--- src/design/mvwo_pkg.sv ---
// Shared types and constants for the multi-voice wavetable oscillator.
`default_nettype none

package mvwo_pkg;

  // Field widths of the streams and the configuration port
  localparam int CMD_W      = 2;
  localparam int TARGET_W   = 8;
  localparam int SAMPLE_W   = 16;
  localparam int WORD_W     = 32;
  localparam int CFG_IDX_W  = 2;
  localparam int CFG_DATA_W = 16;
  localparam int VIU_W      = 5;

  // Item command codes
  localparam logic [CMD_W-1:0] CMD_TICK  = 2'd0;
  localparam logic [CMD_W-1:0] CMD_TABLE = 2'd1;
  localparam logic [CMD_W-1:0] CMD_STEP  = 2'd2;
  localparam logic [CMD_W-1:0] CMD_PHASE = 2'd3;

  // Configuration register indexes
  localparam logic [CFG_IDX_W-1:0] CFG_VOICES = 2'd0;
  localparam logic [CFG_IDX_W-1:0] CFG_GAIN   = 2'd1;
  localparam logic [CFG_IDX_W-1:0] CFG_OFFSET = 2'd2;

  // Register reset values
  localparam logic [VIU_W-1:0]             VOICES_RST = 5'd1;
  localparam logic signed [SAMPLE_W-1:0]   GAIN_RST   = 16'sh7FFF;
  localparam logic signed [SAMPLE_W-1:0]   OFFSET_RST = 16'sh0000;

  // Sequencer states
  typedef enum logic [3:0] {
    ST_IDLE,
    ST_RD_VOICE,
    ST_INDEX,
    ST_RD_T0,
    ST_RD_T1,
    ST_INTERP,
    ST_SCALE,
    ST_ACCUM,
    ST_DONE
  } state_t;

  // Commands from the sequencer to the datapath
  typedef struct packed {
    logic item_write;
    logic tick_start;
    logic rd_voice;
    logic calc_index;
    logic rd_t0;
    logic rd_t1;
    logic interp;
    logic scale;
    logic accum;
    logic load_out;
  } dp_cmd_t;

  // Status from the datapath to the sequencer
  typedef struct packed {
    logic count_zero;
    logic last_voice;
    logic out_free;
  } dp_stat_t;

endpackage

`default_nettype wire

--- src/design/mvwo_ctrl.sv ---
// Sequencer that steps the datapath through one tick, voice by voice.
`default_nettype none

module mvwo_ctrl (
  input  wire logic                    clk,
  input  wire logic                    rst,
  input  wire logic                    item_valid,
  output logic                         item_ready,
  input  wire logic [mvwo_pkg::CMD_W-1:0] item_cmd,
  input  wire mvwo_pkg::dp_stat_t      stat,
  output mvwo_pkg::dp_cmd_t            cmd
);
  import mvwo_pkg::*;

  state_t state;
  state_t state_next;

  // State register
  always_ff @(posedge clk) begin
    if (rst) begin
      state <= ST_IDLE;
    end else begin
      state <= state_next;
    end
  end

  // Next state
  always_comb begin
    state_next = state;
    unique case (state)
      ST_IDLE: begin
        if (item_valid && item_cmd == CMD_TICK) begin
          state_next = stat.count_zero ? ST_DONE : ST_RD_VOICE;
        end
      end
      ST_RD_VOICE: state_next = ST_INDEX;
      ST_INDEX:    state_next = ST_RD_T0;
      ST_RD_T0:    state_next = ST_RD_T1;
      ST_RD_T1:    state_next = ST_INTERP;
      ST_INTERP:   state_next = ST_SCALE;
      ST_SCALE:    state_next = ST_ACCUM;
      ST_ACCUM:    state_next = stat.last_voice ? ST_DONE : ST_RD_VOICE;
      ST_DONE: begin
        if (stat.out_free) begin
          state_next = ST_IDLE;
        end
      end
      default:     state_next = ST_IDLE;
    endcase
  end

  // Outputs
  always_comb begin
    cmd        = '0;
    item_ready = 1'b0;
    unique case (state)
      ST_IDLE: begin
        item_ready     = 1'b1;
        cmd.item_write = item_valid && item_cmd != CMD_TICK;
        cmd.tick_start = item_valid && item_cmd == CMD_TICK;
      end
      ST_RD_VOICE: cmd.rd_voice   = 1'b1;
      ST_INDEX:    cmd.calc_index = 1'b1;
      ST_RD_T0:    cmd.rd_t0      = 1'b1;
      ST_RD_T1:    cmd.rd_t1      = 1'b1;
      ST_INTERP:   cmd.interp     = 1'b1;
      ST_SCALE:    cmd.scale      = 1'b1;
      ST_ACCUM:    cmd.accum      = 1'b1;
      ST_DONE:     cmd.load_out   = stat.out_free;
      default:     cmd            = '0;
    endcase
  end

endmodule

`default_nettype wire

--- config.mk ---
export PLATFORM = sky130hd
export DESIGN_NAME = mvwo_ctrl
export DESIGN_NICKNAME = d
export VERILOG_FILES = /design/src/design/mvwo_pkg.sv /design/src/design/mvwo_ctrl.sv
export SDC_FILE = /design/constraint.sdc
export NUM_CORES = 1
export LEC_CHECK = 0
export ABC_AREA = 1
export BUFFER_PORTS_ARGS = -buffer_cell sky130_fd_sc_hd__buf_2
export CAP_MARGIN = 40
export CORE_AREA = 2 2 39 41
export CTS_CLUSTER_DIAMETER = 100
export DETAILED_ROUTE_END_ITERATION = 16
export DIE_AREA = 0 0 41 43
export GPL_TIMING_DRIVEN = 0
export PLACE_DENSITY = 0.48
export SLEW_MARGIN = 20
export SYNTH_ARGS = -nofsm -noshare
export SYNTH_HDL_FRONTEND = slang
export SYNTH_SLANG_ARGS = --single-unit
export TNS_END_PERCENT = 20
--- constraint.sdc ---
create_clock -name clk -period 2.7 [get_ports clk]
set_input_delay 0.27 -clock clk [delete_from_list [all_inputs] [get_ports clk]]
set_output_delay 0.27 -clock clk [all_outputs]
set_load 0.01 [all_outputs]
==> results.tsv <==
metric	value	unit
worst-case vdd ir drop	0.2003	mV
f_max	700.4	MHz
Clock Skew	0.0008477	ns
final core utilization	33.09	%
WP data required	2.43	ns
Yosys reg bits	4	
Synth area leader	dfxtp_1	
initial drt markers	4	
worst-case reg-to-reg path depth	6	
post-detailed-route wirelength per cell	7.660	um
clock root buffer	clkbuf_4	
Data arrival, critical path	1.16	ns
RSZ-0062 raised after global routing	no	
nature of the critical path endpoint	output pin	
setup slack, reg-to-reg	1.66	ns
Design Area, Final	457.9	um^2
Initial Util	23.51	%
clk sink count	4	
largest net degree at the start of global routing	6	
min-delay src	rst	
Die W	41	um
max_slew headroom	85.48	%
post_cts resized	0	
max reg flops	4	
Post-DP Area	435.4	um^2
syn_area_per_cell	5.707	um^2
min cycle time layout	1.428	ns
Hold Crit Depth	2	
CTS tree	done	
layout cells sized above 1	38.46	%
Worst Path Class, Setup	flop to output pin	
Num CTS Buffers	3	
setup tns final	0	ns
biggest registers after layout	state (4)	
max-cap violations	0	
Die ar.	1763	um^2
post-CTS setup buffers	0	
GRT Total Usage	9.639	%
FF-to-FF Start	state[0]	
DRT antenna net count	0	
synth top area cells	dfxtp_1 25%, nor2_1 20%, inv_1 10%	
Worst path max stage delay	0.35	ns
DR vias/cell	4.074	
H-tree levels	1	
vias in the first global route	322	
hold buffer count at cts	0	
Std-Cell Rows	14	
Vias	383	
gr ovfl total	0	
top cell type's share of synthesized area	24.62	%
DP HPWL	637.1	um
Total Routed Length	720	um
ANT cells	0	
top-level I/O count	19	
commonest non-fill, non-tap cell in the layout	buf_2	
yosys warns	0	
CP cell instances	nor2_2 -> nand2_2 -> clkinv_2 -> nand2_1 -> nor2_1 -> buf_2	
PortBufs	18	
Final setup viols	0	
hold endpoint	state[0]	
hold crit path type	primary input to flop	
Max Buffers Root-to-Sink	2	
Worst-Margin Slew	0.2175	ns
Max Fanout on Critical Path	4	
Syn-to-layout area delta	40.77	%
Placer Congestion	0.6944	
most frequent cells in the layout	18 x buf_2, 17 x nor2_1, 9 x inv_1	
Max stage delay cell, worst path	dfxtp_1	
post-synthesis cell count	57	
Clock Latency Late Sink	0.23	ns
startpoint types	flop	
pre-CTS setup slack	1.495	ns
final hold violations	0	
DR pass1 iterations	4	
Largest Register	state	
post-synth net total	65	
initial antenna violation count	0	
P_leak	0.2583	nW
Die Height	43	um
worst r2r dst	state[0]	
P per Cell Area	489.2	nW/um^2
first-pass GRT wire length	1145	um
synth unique cells	14	
final worst-path cycle share	52.88	%
status	finished, final reports clean	
Post-Synthesis Cell Area	325.3	um^2
fin nets	88	
sequential share of the synthesized area	24.62	%
fin. max-slew vios	0	
core area	1384	um^2
Residual DRC	0	
setup ws final	1.272	ns
PnR Total Power	0.2240	mW
Worst-path clk slew	0.04	ns
==> stage by stage <==
| stage | hold WS (ns) | std cells |
|---|---|---|
| finish | 0.2389 | 94 |
| global route | 0.2414 | 94 |
| CTS | 0.2312 | 94 |
| detailed placement | 0.4794 | 91 |
| global placement | 0.4847 | 91 |
| floorplan | 0.3391 | 57 |
==> cell usage after synthesis <==
master and n:
inv_1 9, nand3b_1 2, nand3_1 4, nor2_4 1
inv_2 1, o22ai_1 1, clkinv_2 1, o211ai_1 1
dfxtp_1 4, nor2_1 17, nor2_2 3, nand2_2 3
nand2_1 7, a21oi_1 3
==> where the power goes <==
group | internal [mW] | switching, mW | leakage [nW]
Sequential | 0.0645 | 0.00747 | 0.0325
Combinational | 0.0324 | 0.0481 | 0.212
Clock | 0.0496 | 0.0220 | 0.0138
Total | 0.146 | 0.0776 | 0.258
==> cell families after synthesis <==
| logic type | Yosys count | share of synthesized area, % |
|---|---|---|
| DFF | 4 | 24.62 |
| AOI/OAI and AO/OA | 5 | 8.847 |
| and+or+nand+nor | 37 | 53.46 |
| buffers and inverters | 11 | 13.07 |
==> routing by layer <==
| metal | part of all wire (%) | track usage, % | wire length (um) | vias up |
|---|---|---|---|---|
| met3 | 4.4 | 1.571 | 32 | 0 |
| met2 | 49 | 13.13 | 353 | 5 |
| met5 | 0 | 0 | 0 | - |
| met1 | 46 | 12.54 | 334 | 160 |
| met4 | 0 | 8.000 | 0 | 0 |
| li1 | - | - | - | 218 |
==> worst max path at each step <==
stage,start,end,cells after the start
after floorplan,state[0],cmd[9],5
after global placement,state[0],cmd[9],6
after detailed placement,state[0],cmd[9],6
after CTS,state[0],cmd[9],6
after global routing,state[0],cmd[3],5
final,state[3],cmd[9],6
==> area by class of cell <==
class | count | area, um^2
Multi-Input combinational cell | 42 | 202.7
Timing Repair Buffer | 18 | 90.09
Inverter | 11 | 42.54
Clock buffer | 3 | 22.52
Sequential cell | 4 | 80.08
Tap cell | 16 | 20.02
Fill cell | 166 | 925.9
==> critical path, delay by kind of cell (launching register included) <==
kind,cells,cell delay [ns]
buf+inv,2,0.20
simple gates,4,0.38
flops,1,0.35
No activity file was read; power rests on OpenSTA's default activity.
